<file path="src/rtl/bleadv_pkg.sv">
// Package with the codes, widths and result type of the advertising data parser.
package bleadv_pkg;

    // Command codes carried on the input tuser
    localparam logic [1:0] CMD_BEGIN = 2'd0;
    localparam logic [1:0] CMD_DATA  = 2'd1;
    localparam logic [1:0] CMD_END   = 2'd2;

    // Result kinds carried on the output tuser
    localparam logic [1:0] KIND_NAME_START = 2'd0;
    localparam logic [1:0] KIND_NAME_BYTE  = 2'd1;
    localparam logic [1:0] KIND_SUMMARY    = 2'd2;

    // Parser phases
    localparam logic [1:0] PH_LEN   = 2'd0;
    localparam logic [1:0] PH_TYPE  = 2'd1;
    localparam logic [1:0] PH_VALUE = 2'd2;
    localparam logic [1:0] PH_STOP  = 2'd3;

    // Element handling modes
    localparam logic [1:0] MODE_IGNORE = 2'd0;
    localparam logic [1:0] MODE_NAME   = 2'd1;
    localparam logic [1:0] MODE_POWER  = 2'd2;

    // Advertising data element types
    localparam logic [7:0] AD_NAME_SHORT    = 8'h08;
    localparam logic [7:0] AD_NAME_COMPLETE = 8'h09;
    localparam logic [7:0] AD_TX_POWER      = 8'h0A;

    // Stream widths
    localparam int S_DATA_W = 16;
    localparam int M_DATA_W = 24;

    // One result item
    typedef struct packed {
        logic [1:0]        kind;
        logic [7:0]        name_byte;
        logic signed [7:0] pwr_dbm;
        logic              pwr_valid;
        logic              has_name;
        logic              last;
    } result_t;

endpackage

</file>
<file path="src/rtl/ble_adv_data_field_parser_core.sv">
// Top level: length/type/value walker over BLE advertising data, one byte per request.
//
// The block takes one request per clock cycle unless the result register is
// held, and gives at most one result per request from the result register. The
// rate is set by the single pass of counter and compare logic between the input
// and result registers, which also updates the parser state,
// so requests may follow back to back. A begin request loads the report
// length and clears all report state; data requests step the parser through
// elements; an end request emits a summary with tlast set. Name elements emit a
// restart marker (kind 0) and then one result per name byte (kind 1). When the
// result register is held by the downstream side, the input register holds too.
module ble_adv_data_field_parser_core
    import bleadv_pkg::*;
(
    input  logic                clk,
    input  logic                rst_n,
    input  logic                s_tvalid,
    output logic                s_tready,
    input  logic [S_DATA_W-1:0] s_tdata,   // [7:0] data_length, [15:8] data_byte
    input  logic [1:0]          s_tuser,   // [1:0] command
    output logic                m_tvalid,
    input  logic                m_tready,
    output logic [M_DATA_W-1:0] m_tdata,   // [7:0] name_byte, [15:8] power in dBm,
                                           // [16] power valid, [17] has_name, zero above
    output logic [1:0]          m_tuser,   // [1:0] kind
    output logic                m_tlast    // last
);

    // Input register
    logic       in_valid_reg;
    logic [1:0] in_cmd_reg;
    logic [7:0] in_len_reg;
    logic [7:0] in_byte_reg;

    // Result register
    logic    out_valid_reg;
    result_t out_reg;

    // Parser state
    logic [1:0] phase_reg, phase_next;
    logic [7:0] report_left_reg, report_left_next;
    logic [7:0] value_left_reg, value_left_next;
    logic [1:0] mode_reg, mode_next;
    logic       name_held_reg, name_held_next;
    logic [7:0] power_value_reg, power_value_next;
    logic       power_present_reg, power_present_next;

    logic       advance;
    logic       res_valid;
    result_t    res;
    logic [7:0] value_dec;

    // Move the input request on when the result slot is free or being emptied
    assign advance  = in_valid_reg && (!out_valid_reg || m_tready);
    assign s_tready = !in_valid_reg || advance;

    assign value_dec = (value_left_reg != 8'd0) ? (value_left_reg - 8'd1) : 8'd0;

    // Step the parser for the request in the input register
    always_comb
    begin
        phase_next         = phase_reg;
        report_left_next   = report_left_reg;
        value_left_next    = value_left_reg;
        mode_next          = mode_reg;
        name_held_next     = name_held_reg;
        power_value_next   = power_value_reg;
        power_present_next = power_present_reg;
        res_valid          = 1'b0;
        res                = '0;

        case (in_cmd_reg)
            CMD_BEGIN:
            begin
                phase_next         = PH_LEN;
                report_left_next   = in_len_reg;
                value_left_next    = 8'd0;
                mode_next          = MODE_IGNORE;
                name_held_next     = 1'b0;
                power_value_next   = 8'd0;
                power_present_next = 1'b0;
            end
            CMD_END:
            begin
                res_valid     = 1'b1;
                res.kind      = KIND_SUMMARY;
                res.pwr_dbm   = power_present_reg ? power_value_reg : 8'd0;
                res.pwr_valid = power_present_reg;
                res.has_name  = name_held_reg;
                res.last      = 1'b1;
                phase_next    = PH_STOP;
            end
            CMD_DATA:
            begin
                if (phase_reg != PH_STOP && report_left_reg != 8'd0)
                begin
                    case (phase_reg)
                        PH_LEN:
                        begin
                            // Stop on an empty element or one that runs past the report
                            if (in_byte_reg == 8'd0 || in_byte_reg >= report_left_reg)
                            begin
                                phase_next = PH_STOP;
                            end
                            else
                            begin
                                value_left_next  = in_byte_reg - 8'd1;
                                report_left_next = report_left_reg - 8'd1;
                                phase_next       = PH_TYPE;
                            end
                        end
                        PH_TYPE:
                        begin
                            report_left_next = report_left_reg - 8'd1;
                            mode_next        = MODE_IGNORE;
                            if (in_byte_reg == AD_NAME_COMPLETE ||
                                (in_byte_reg == AD_NAME_SHORT && !name_held_reg))
                            begin
                                mode_next      = MODE_NAME;
                                name_held_next = (value_left_reg != 8'd0);
                                res_valid      = 1'b1;
                                res.kind       = KIND_NAME_START;
                            end
                            else if (in_byte_reg == AD_TX_POWER && value_left_reg == 8'd1)
                            begin
                                mode_next = MODE_POWER;
                            end
                            phase_next = (value_left_reg == 8'd0) ? PH_LEN : PH_VALUE;
                        end
                        PH_VALUE:
                        begin
                            report_left_next = report_left_reg - 8'd1;
                            value_left_next  = value_dec;
                            if (mode_reg == MODE_NAME)
                            begin
                                res_valid     = 1'b1;
                                res.kind      = KIND_NAME_BYTE;
                                res.name_byte = in_byte_reg;
                            end
                            else if (mode_reg == MODE_POWER)
                            begin
                                power_value_next   = in_byte_reg;
                                power_present_next = 1'b1;
                            end
                            if (value_dec == 8'd0)
                            begin
                                phase_next = PH_LEN;
                            end
                        end
                        default:
                        begin
                            phase_next = PH_STOP;
                        end
                    endcase
                end
            end
            default:
            begin
                res_valid = 1'b0;
            end
        endcase
    end

    // Capture input requests
    always_ff @(posedge clk or negedge rst_n)
    begin
        if (!rst_n)
        begin
            in_valid_reg <= 1'b0;
        end
        else if (s_tready)
        begin
            in_valid_reg <= s_tvalid;
        end
    end

    always_ff @(posedge clk)
    begin
        if (s_tvalid && s_tready)
        begin
            in_cmd_reg  <= s_tuser;
            in_len_reg  <= s_tdata[7:0];
            in_byte_reg <= s_tdata[15:8];
        end
    end

    // Update parser state and the result valid flag
    always_ff @(posedge clk or negedge rst_n)
    begin
        if (!rst_n)
        begin
            phase_reg         <= PH_LEN;
            report_left_reg   <= 8'd0;
            value_left_reg    <= 8'd0;
            mode_reg          <= MODE_IGNORE;
            name_held_reg     <= 1'b0;
            power_value_reg   <= 8'd0;
            power_present_reg <= 1'b0;
            out_valid_reg     <= 1'b0;
        end
        else
        begin
            if (advance)
            begin
                phase_reg         <= phase_next;
                report_left_reg   <= report_left_next;
                value_left_reg    <= value_left_next;
                mode_reg          <= mode_next;
                name_held_reg     <= name_held_next;
                power_value_reg   <= power_value_next;
                power_present_reg <= power_present_next;
                out_valid_reg     <= res_valid;
            end
            else if (m_tready)
            begin
                out_valid_reg <= 1'b0;
            end
        end
    end

    // Load the result payload
    always_ff @(posedge clk)
    begin
        if (advance && res_valid)
        begin
            out_reg <= res;
        end
    end

    // Drive the output stream
    assign m_tvalid = out_valid_reg;
    assign m_tuser  = out_reg.kind;
    assign m_tlast  = out_reg.last;
    assign m_tdata  = {6'd0, out_reg.has_name, out_reg.pwr_valid,
                       out_reg.pwr_dbm, out_reg.name_byte};

    // Check internal consistency
    a_last_on_summary : assert property (@(posedge clk) disable iff (!rst_n)
        m_tvalid |-> (m_tlast == (m_tuser == KIND_SUMMARY)))
        else $error("tlast does not match summary kind");

    a_name_fields_clear : assert property (@(posedge clk) disable iff (!rst_n)
        (m_tvalid && m_tuser != KIND_SUMMARY) |-> (m_tdata[17:8] == 10'd0))
        else $error("name result carries summary fields");

    a_value_count : assert property (@(posedge clk) disable iff (!rst_n)
        (phase_reg == PH_VALUE) |-> (value_left_reg != 8'd0))
        else $error("value phase with no value bytes left");

    a_power_clear : assert property (@(posedge clk) disable iff (!rst_n)
        !power_present_reg |-> (power_value_reg == 8'd0))
        else $error("power value set without power present");

endmodule

</file>
<file path="config.mk">
export PLATFORM = sky130hd
export DESIGN_NAME = ble_adv_data_field_parser_core
export DESIGN_NICKNAME = d
export VERILOG_FILES = /design/src/rtl/bleadv_pkg.sv /design/src/rtl/ble_adv_data_field_parser_core.sv
export SDC_FILE = /design/constraint.sdc
export NUM_CORES = 1
export LEC_CHECK = 0
export ABC_AREA = 1
export BUFFER_PORTS_ARGS = -buffer_cell sky130_fd_sc_hd__buf_2
export CAP_MARGIN = 25
export CORE_MARGIN = 2
export CORE_UTILIZATION = 60
export DETAILED_ROUTE_END_ITERATION = 10
export GPL_TIMING_DRIVEN = 1
export MAX_ROUTING_LAYER = met4
export PLACE_DENSITY = 0.86
export SLEW_MARGIN = 15
export SYNTH_ARGS = -nofsm -noshare
export SYNTH_HDL_FRONTEND = slang
export SYNTH_SLANG_ARGS = --single-unit
</file>
<file path="constraint.sdc">
create_clock -name clk -period 4.6 [get_ports clk]
set_input_delay 0.23 -clock clk [delete_from_list [all_inputs] [get_ports clk]]
set_output_delay 0.23 -clock clk [all_outputs]
set_load 0.01 [all_outputs]
</file>
Yosys cells after proc, flatten, opt, wreduce, memory -nomap -nowiden
Index checks and enable logic that the tools add are counted.
{ "totals": {"regBits": 71, "input_bits": 22, "output_inout_bits": 29, "wordCells": 122} }
{ "classes": {"n_addsub": 3, "order_cmp": 1, "eq_ne": 21, "n_mux": 47, "reduce_logical": 32} }
{ "ops": {"columns": ["cell", "n"], "rows": [
  ["8-bit 2-to-1 mux", 10],
  ["8-bit case mux with 2 select lines", 5],
  ["8-bit by 4-bit equality test with 1-bit output, second input constant", 3],
  ["8-bit zero test", 3],
  ["8-bit by 1-bit subtractor with 8-bit output, second input constant", 3],
  ["2-bit 2-to-1 mux", 8],
  ["8-bit nonzero test", 2],
  ["5-bit AND reduction", 3],
  ["1-bit 2-to-1 mux", 14],
  ["2-bit case mux with 3 select lines", 2],
  ["4-bit AND reduction", 3],
  ["10-bit 2-to-1 mux", 1],
  ["2-bit != test, second input constant", 5],
  ["9-bit 2-to-1 mux", 1],
  ["8-bit by 1-bit equality test with 1-bit output, second input constant", 1],
  ["8-bit >= comparator", 1],
  ["1-bit case mux with 2 select lines", 4],
  ["2-bit case mux with 2 select lines", 2],
  ["2-bit by 1-bit equality test with 1-bit output, second input constant", 3],
  ["2-bit equality test, second input constant", 3],
  ["1-bit logical AND", 6],
  ["3-bit != test, second input constant", 2],
  ["6-bit AND reduction", 1],
  ["2-bit zero test", 2],
  ["9 further kinds", 16]
]} }

Logic depth before layout (Yosys ltp)
Gate-level depths: netlist of the first run.
{ "logic_depth": {"word_depth": 8, "ltp_mapped": 14, "depth_no_buf": 13} }

Least setup slack after synthesis of the first run
OpenSTA, ideal clock, no wires.
{ "synth_path": {"path_type": "register -> register", "start": "reg in_byte_reg[0]", "end": "reg out_reg (netlist bit m_tdata[0]) (enable)", "setup_ps": 397, "t_arrival_ps": 2105, "t_required_ps": 4203, "path_slack_ps": 2098, "stages_incl_launch_ff": 9, "path_buffers": 0, "synth_period_minus_slack_ps": 2502, "path_cell_list": "edfxtp_1 > inv_1 > ha_1 > a21oi_1 > nor3_1 > nand2_1 > nand2_1 > a31oi_1 > nor2_1"} }
{ "synth_via": {"elab_chain_len": 8, "elab_cells_between_ends": 9, "classes_between": "eq/ne: 2; mux: 4; reduce/logical: 3"} }
{ "synth_rtl": {"columns": ["element", "line_no", "rtl"], "rows": [
  ["start: declaration", "ble_adv_data_field_parser_core.sv:33", "logic [7:0] in_byte_reg;"],
  ["start signal: assignment", "ble_adv_data_field_parser_core.sv:183", "in_byte_reg <= s_tdata[15:8];"],
  ["8-bit by 4-bit equality test with 1-bit output", "ble_adv_data_field_parser_core.sv:117", "(in_byte_reg == AD_NAME_SHORT && !name_held_reg))"],
  ["1-bit logical AND", "ble_adv_data_field_parser_core.sv:117", null],
  ["1-bit logical OR (*)", "ble_adv_data_field_parser_core.sv:116", "if (in_byte_reg == AD_NAME_COMPLETE ||"],
  ["1-bit 2-to-1 mux (*)", "ble_adv_data_field_parser_core.sv:116", null],
  ["1-bit case mux with 2 select lines (*)", "ble_adv_data_field_parser_core.sv:97", "case (phase_reg)"],
  ["1-bit 2-to-1 mux (*)", "ble_adv_data_field_parser_core.sv:95", "if (phase_reg != PH_STOP && report_left_reg != 8'd0)"],
  ["1-bit case mux with 2 select lines (*)", "ble_adv_data_field_parser_core.sv:72", "case (in_cmd_reg)"],
  ["1-bit logical AND (*)", "ble_adv_data_field_parser_core.sv:224", "if (advance && res_valid)"],
  ["end signal: assignment", "ble_adv_data_field_parser_core.sv:226", "out_reg <= res;"],
  ["end: declaration", "ble_adv_data_field_parser_core.sv:37", "result_t out_reg;"]
]} }
Mark *: on every way between the ends. The rest lies on a longest branch, timed or not.
A chain may end at the register's enable or synchronous reset.

Worst setup path after layout of the first run
{ "layout_path": {"start": "reg in_cmd_reg[1]", "end": "reg out_reg (netlist bit m_tdata[13]) (enable)"} }
{ "layout_via": {"elab_chain_len": 3, "elab_cells_between_ends": 4, "classes_between": "eq/ne: 2; mux: 1; reduce/logical: 1"} }
{ "layout_rtl": {"columns": ["element", "line_no", "rtl"], "rows": [
  ["start: declaration", "ble_adv_data_field_parser_core.sv:31", "logic [1:0] in_cmd_reg;"],
  ["start signal: assignment", "ble_adv_data_field_parser_core.sv:181", "in_cmd_reg <= s_tuser;"],
  ["2-bit by 1-bit equality test with 1-bit output / 2-bit equality test (equally long branches)", "ble_adv_data_field_parser_core.sv:72", null],
  ["1-bit case mux with 2 select lines (*)", "ble_adv_data_field_parser_core.sv:72", null],
  ["1-bit logical AND (*)", "ble_adv_data_field_parser_core.sv:224", null]
]} }
Marks and branches as above.

==> run metrics, run 1 <==
DR iter-0 viols=233; type of the worst setup path=reg -> reg; clk_skew=roughly 7.5 ps; Compound-Gate Fraction of Synth Area=0.0830; number of global-route vias before repair=slightly below 3000; CTS tree=done; adder-cell area share of the yosys netlist=0.0833; FFs w/ async S/R, synth=0.457; DIE AREA=between 7000 and 8000 sq um; Root Driver=clkbuf_8; RePlAce Congestion=0.948; clk buf depth=2; # setup viols final=0; final slew viol count=0; Tcrit/Tclk final=0.512; Int Pwr=1180 uW; Post-synth EDFFs=38; met1 wire length=3.38 mm; worst vdd ir=0.270 mV; Worst Max-Slew Pin Slew=about 770 ps; cell count after synthesis=445; Yosys Warn Count=0; starting density of the core=0.618; DR WL met3=540 microns; clock-pin transition on the worst setup and hold timing paths=70 ps; Comb pwr share=0.256; largest family of logic cells by synthesized area=simple AND/OR/NAND/NOR gates; endpoint type of the worst setup path=flip-flop; Post-Syn Area=approximately 3900 sq um; status=finished, final reports clean; wire length per cell=14.1 microns; initial antenna violation count=0; placed instance count=between 500 and 600; DRC violations left=0; Reg power frac=0.461; Seq/Total Area, Yosys=0.497; TritonCTS buffer count=9; chip height=84.7 microns; GRT overflow=0; Pre-antenna DRT Iters=5; ratio of cells with drive above 1 in the final layout=0.172; row cnt=29; Area Overhead vs Synth=11.8%; core area=approximately 6300 sq um; CTS H-tree depth=3; Worst EP arrival=~2400 ps; switching power=582 uW; clock network fraction of design power=0.283; Max Fanout on Critical Path=20; Startpoint Class=flip-flop; most frequent cells in the layout=95 x nand2_1, 63 x nor2_1, 61 x inv_1; Worst-Skew Late Latency=350 ps; Post-Layout Cell Count=578; HP Class=in -> reg; gr usage total=0.250; Peak Freq=0.425 GHz; Synth Area in Simple Gates=0.231; via count=3118; uppermost routed layer=met4; max FFs per register=18; n_diodes=0; I/O pin count=51; Post-Synth XOR/XNOR Area=0.0157; buffers added on ports=44; RSZ-0062 raised after global routing=no; P per Cell Area=403 nW/um^2; Layout Utilization=0.691; commonest non-fill, non-tap cell in the layout=nand2_1; Final nets=between 500 and 600; Die X=84.7 microns; DR vias/cell=5.39; post-synthesis mux area share=0; first-pass GRT wire length=13.5 mm; Max transition margin=0.487; Yosys reg bits=70; worst endpoint required time=4630 ps; Mean Syn Cell Area=between 8 and 9 sq um; met2 WL=4.04 mm; setup TNS=0 ps; Routed WL=roughly 8.1 mm; Hold Vio Cnt, Final=0; maxcap violations=0; clock sink count=70; largest net degree at the start of global routing=33; Post-DP HPWL=6.09 mm; dominant synthesized flop cell=edfxtp_1; synth unique cells=34; switch share=0.331; Final Critical Period=2350 ps; cell leakage power=about 0.0021 uW; Final ANT Viol Nets=0
-- power by group through the flow --
stage / sequential, uW / combinational (uW) / clock [uW]
CTS: 809 / 447 / 507
finish: 811 / 450 / 497
global placement: 816 / 422 / 0
detailed placement: 822 / 441 / 0
global route: 821 / 520 / 530
floorplan: 805 / 348 / 0
-- worst paths after layout --
kind | slack, ps | cells past startpoint | startpoint | endpoint
worst max-delay path | 2250 | 7 | in_cmd_reg[1] | m_tdata[13]
worst max register to register | 2250 | 7 | in_cmd_reg[1] | m_tdata[13]
max in group asynchronous | 3620 | 2 | rst_n | name_held_reg
min in group asynchronous | 490 | 2 | rst_n | value_left_reg[2]
worst min register to register | 500 | 2 | power_value_reg[2] | power_value_reg[2]
worst min-delay path | 60 | 1 | s_tuser[1] | in_cmd_reg[1]
-- cell usage after synthesis, drive strengths merged (2+ instances only) --
cell type	number	area (sq um)
ha	26	325
inv	66	248
a31oi	2	12.5
nand4	5	31.3
nor3	4	20.0
buf	10	90.1
xor2	6	52.6
nand3	24	155
nor2	72	303
or2	2	12.5
dfrtp	32	801
edfxtp	38	1140
nand2	98	380
o21ai	30	150
a21oi	22	125
-- cells by family (layout without fill, tap and decap cells) --
group,Yosys count,after routing
and+or+nand+nor,205,205
buffers and inverters,78,129
DFF,70,70
AOI/OAI and AO/OA,58,58
adders and majority gates,26,26
xor gates and xnor gates,7,7
other,1,6
-- per-stage QoR --
step                      setup WS (ps)  area [sq um]  hold slack (ps)  power (uW)
after global routing               2070          4360             47.4        1870
after global placement             2380          4150              337        1240
final                              2250          4360             56.8        1760
after floorplan                    2100          3920            -65.6        1150
after detailed placement           2280          4150              352        1260
after CTS                          2280          4360             42.2        1760
-- area by class of cell --
cell class                      instances  area [sq um]
Clock buffer                           13           159
Clock inverter                          3          42.5
Fill cell                             505          1950
Inverter                               67           251
Multi-Input combinational cell        302          1640
Sequential cell                        70          1940
Tap cell                               77          96.3
Timing Repair Buffer                   46           238
-- critical path: stages (launching register included) --
cell	delay, ps
edfxtp_1	420
inv_1	100
ha_1	520
inv_2	280
nor2_1	200
a31oi_1	130
nor2_1	100
buf_4	270
-- metal layers --
layer | track usage | up-vias
met2 | 0.423 | 127
met1 | 0.295 | 1444
met3 | 0.0560 | 25
li1 | - | 1522
met4 | 0.0866 | 0
met5 | - | -
-- repair_timing --
action | 4_1_cts | 5_1_grt
endpoints found under the hold margin | 32 | 0
resized for setup | 0 | 0
buffers inserted | 0 | 0
hold buffers | 1 | 0
(Power assumes the default switching activity.)
==> inputs of run 2 (changes only) <==
--- a/config.mk
+++ b/config.mk
@@ -5,15 +5,15 @@
 export SDC_FILE = /design/constraint.sdc
 export NUM_CORES = 1
 export LEC_CHECK = 0
-export ABC_AREA = 1
+export ABC_AREA = 0
 export BUFFER_PORTS_ARGS = -buffer_cell sky130_fd_sc_hd__buf_2
 export CAP_MARGIN = 25
 export CORE_MARGIN = 2
-export CORE_UTILIZATION = 60
+export CORE_UTILIZATION = 58
 export DETAILED_ROUTE_END_ITERATION = 10
 export GPL_TIMING_DRIVEN = 1
 export MAX_ROUTING_LAYER = met4
-export PLACE_DENSITY = 0.86
+export PLACE_DENSITY = 0.84
 export SLEW_MARGIN = 15
 export SYNTH_ARGS = -nofsm -noshare
 export SYNTH_HDL_FRONTEND = slang
==> constraint.sdc (replaced) <==
create_clock -name clk -period 2.3 [get_ports clk]
set_input_delay 0.115 -clock clk [delete_from_list [all_inputs] [get_ports clk]]
set_output_delay 0.115 -clock clk [all_outputs]
set_load 0.01 [all_outputs]
==> run metrics, run 2 <==
core area=6350 sq um (+0.57%); Post-Synth XOR/XNOR Area=0.0114 (-0.00426); status=finished with violations; most frequent cells in the layout=45 x buf_2, 44 x buf_4, 38 x edfxtp_1; Yosys reg bits=70 (unchanged); Area Overhead vs Synth=34.7%; DR iter-0 viols=296 (+27%); Worst Max-Slew Pin Slew=812 ps (+43.0 ps); DIE AREA=7260 sq um (+1.3%); first-pass GRT wire length=15.8 mm (+17%); Pre-antenna DRT Iters=5 (unchanged); endpoint type of the worst setup path=flip-flop; wire length per cell=20.1 microns (+43%); Startpoint Class=flip-flop; most common cell in the netlist=edfxtp_1; DP Area=4350 sq um (+4.8%); Reg power frac=0.392 (-0.069); Final nets=525 (-3.5%); Hold Vio Cnt, Final=0 (unchanged); clk_skew=10.2 ps (+2.67 ps); CTS H-tree depth=3 (unchanged); largest net degree at the start of global routing=33 (unchanged); Final WS setup=-77.3 ps (-2320 ps); final slew viol count=0 (unchanged); Cell Chain, Critical Path=buf_4 -> or4_4 -> nor3_4 -> nand2b_1 -> nand2_1 -> a31oi_2 -> nor2_4 -> buf_12; via count=3454 (+11%); family with the most delay on the worst path=simple AND/OR/NAND/NOR gates; setup TNS=-1880 ps (-1880 ps); type of the worst setup path=reg -> reg; DR vias/cell=6.18 (+15%); Yosys Warn Count=0 (unchanged); gr usage total=0.294 (+0.0444); Peak Freq=0.421 GHz (-0.98%); DRC violations left=0 (unchanged); Tcrit/Tclk final=1.03 (+0.522); # setup viols final=35 (+35); row cnt=29 (unchanged); Synth Area in Simple Gates=0.161 (-0.0699); clock network fraction of design power=0.254 (-0.029); P per Cell Area=813 nW/um^2 (+100%); Max Fanout on Critical Path=20 (unchanged); commonest non-fill, non-tap cell in the layout=buf_2; failing checks=negative setup slack; Worst-Skew Late Latency=370 ps (+20 ps); maxcap violations=0 (unchanged); Int Pwr=2650 uW (+130%); Routed WL=11.3 mm (+38%); switching power=1540 uW (+160%); Layout Utilization=0.812 (+0.121); Compound-Gate Fraction of Synth Area=0.142 (+0.0592); max FFs per register=18 (unchanged); Root Driver=clkbuf_8; max incr delay on CP=550 ps (+30 ps); switch share=0.368 (+0.0370); RSZ-0062 raised after global routing=yes; clock sink count=70 (unchanged); dominant synthesized flop cell=edfxtp_1; top post-synthesis cells by area=edfxtp_1 30%, dfrtp_1 21%, ha_1 8.5%; cell taking the most area after synthesis=edfxtp_1; Final Cell Area=5150 sq um (+18%); Post-DP HPWL=6.22 mm (+2.2%); synth unique cells=63 (+85%); starting density of the core=0.603 (-0.0157); post-synthesis mux area share=0.0320 (+0.0320); slowest cell on the critical path=or4_4; Post-synth EDFFs=38 (unchanged); Post-Syn Area=3830 sq um (-2.0%); clk buf depth=2 (unchanged); ratio of cells with drive above 1 in the final layout=0.326 (+0.154); Yosys top cell area share=0.298 (+0.00593); n_diodes=0 (unchanged); cell leakage power=0.00224 uW (+5.2%); Final Critical Period=2380 ps (+23.4 ps); worst endpoint required time=2380 ps (-2250 ps); Seq/Total Area, Yosys=0.508 (+0.0101); initial antenna violation count=0 (unchanged); Comb pwr share=0.354 (+0.098); CTS tree=done; Worst EP arrival=2460 ps (+80 ps); number of global-route vias before repair=3314 (+11%); TritonCTS buffer count=9 (unchanged); clock-pin transition on the worst setup and hold timing paths=90 ps (+20 ps); Die X=85.2 microns (+0.66%); Mean Syn Cell Area=10.7 sq um (+22%); chip height=85.2 microns (+0.66%); I/O pin count=51 (unchanged); adder-cell area share of the yosys netlist=0.0850 (+0.00169); largest family of logic cells by synthesized area=simple AND/OR/NAND/NOR gates; buffers and inverters on the worst path=2 (-1); cell count after synthesis=357 (-20%); FFs w/ async S/R, synth=0.457 (unchanged); GRT overflow=0 (unchanged); HP Class=in -> reg; Final ANT Viol Nets=0 (unchanged); top cells by instance count after synthesis=38 x edfxtp_1, 33 x inv_1, 32 x dfrtp_1; worst vdd ir=0.596 mV (+120%); Max transition margin=0.458 (-0.0287); RePlAce Congestion=0.923 (-2.7%); buffers added on ports=44 (unchanged); Pwr Total=4190 uW (+140%)
[run 2: cell count changes in the layout (fill, tap and decap cells not counted), sizes merged, moves of 6 or more]
cell and change:
nand2 -67, buf +54, nor2 -50, inv -31, dlygate4sd3 +19, nand3 -17, and2 +11, and3 +11
mux2i +10, a21oi -7, a22oi +6, o21ai -6
[run 2: per-stage QoR]
| stage | hold slack (ps) | worst slack [ps] | std cells |
|---|---|---|---|
| global placement | 232 | 42.9 | 500 |
| floorplan | -181 | 18.4 | 362 |
| finish | 58.4 | -77.3 | 559 |
| global route | 90.4 | -137 | 559 |
| detailed placement | 243 | -89.3 | 500 |
| CTS | 63.4 | -11.6 | 543 |
[run 2: path summary, 6_finish.rpt]
| kind | from | end | slack [ps] | depth (start not counted) |
|---|---|---|---|---|
| max | in_byte_reg[7] | m_tdata[14] | -80 | 8 |
| min reg2reg | in_len_reg[2] | report_left_reg[2] | 480 | 2 |
| min | m_tready | in_valid_reg | 60 | 3 |
| min in group asynchronous | rst_n | power_value_reg[7] | 350 | 2 |
| max in group asynchronous | rst_n | report_left_reg[2] | 1410 | 2 |
| max reg2reg | in_byte_reg[7] | m_tdata[14] | -80 | 8 |
[run 2: power by group through the flow]
stage	Clock, uW	Combinational, uW	Sequential (uW)
after floorplan	0	686	1630
after global placement	0	1000	1640
final	1060	1480	1640
after detailed placement	0	1050	1650
after global routing	1100	1570	1660
after CTS	1050	1180	1620
[run 2: cell type report]
| class | count | area (sq um) |
|---|---|---|
| clock inverters | 7 | 80.1 |
| flip-flops and latches | 70 | 1940 |
| multi-input cells | 244 | 1890 |
| clock buffers | 9 | 124 |
| fillers | 327 | 1190 |
| repair buffers | 119 | 903 |
| inverters | 33 | 124 |
| well taps | 77 | 96.3 |
[run 2: layer usage]
metal / part of all wire / vias to the layer above / track usage
met1: 0.37 / 1645 / 0.332
met4: 0.048 / 0 / 0.157
met5: 0 / - / -
met3: 0.070 / 61 / 0.0700
li1: - / 1523 / -
met2: 0.51 / 225 / 0.484
[run 2: timing repair]
| action | 4_1_cts | 5_1_grt |
|---|---|---|
| endpoints found under the hold margin | 51 | 0 |
| pin swaps | 3 | 19 |
| gates resized for setup | 4 | 44 |
| cloned | 1 | 2 |
| endpoints found under the setup margin | 8 | 48 |
| hold buffers | 20 | 0 |
| setup buffers | 6 | 14 |
[run 2: cell families (layout without fill, tap and decap cells)]
family	after synthesis	after routing
multiplexers	12	12
AO/OA/AOI/OAI	78	79
AND/OR/NAND/NOR	116	116
XOR/XNOR	5	5
other	1	6
adder cells (fa/ha/maj)	26	26
buffers and inverters	49	168
flip-flops	70	70
[run 2: worst min-delay path: stages]
cell	delay, ps
buf_2	80
nand3b_1	130
nand2b_1	60
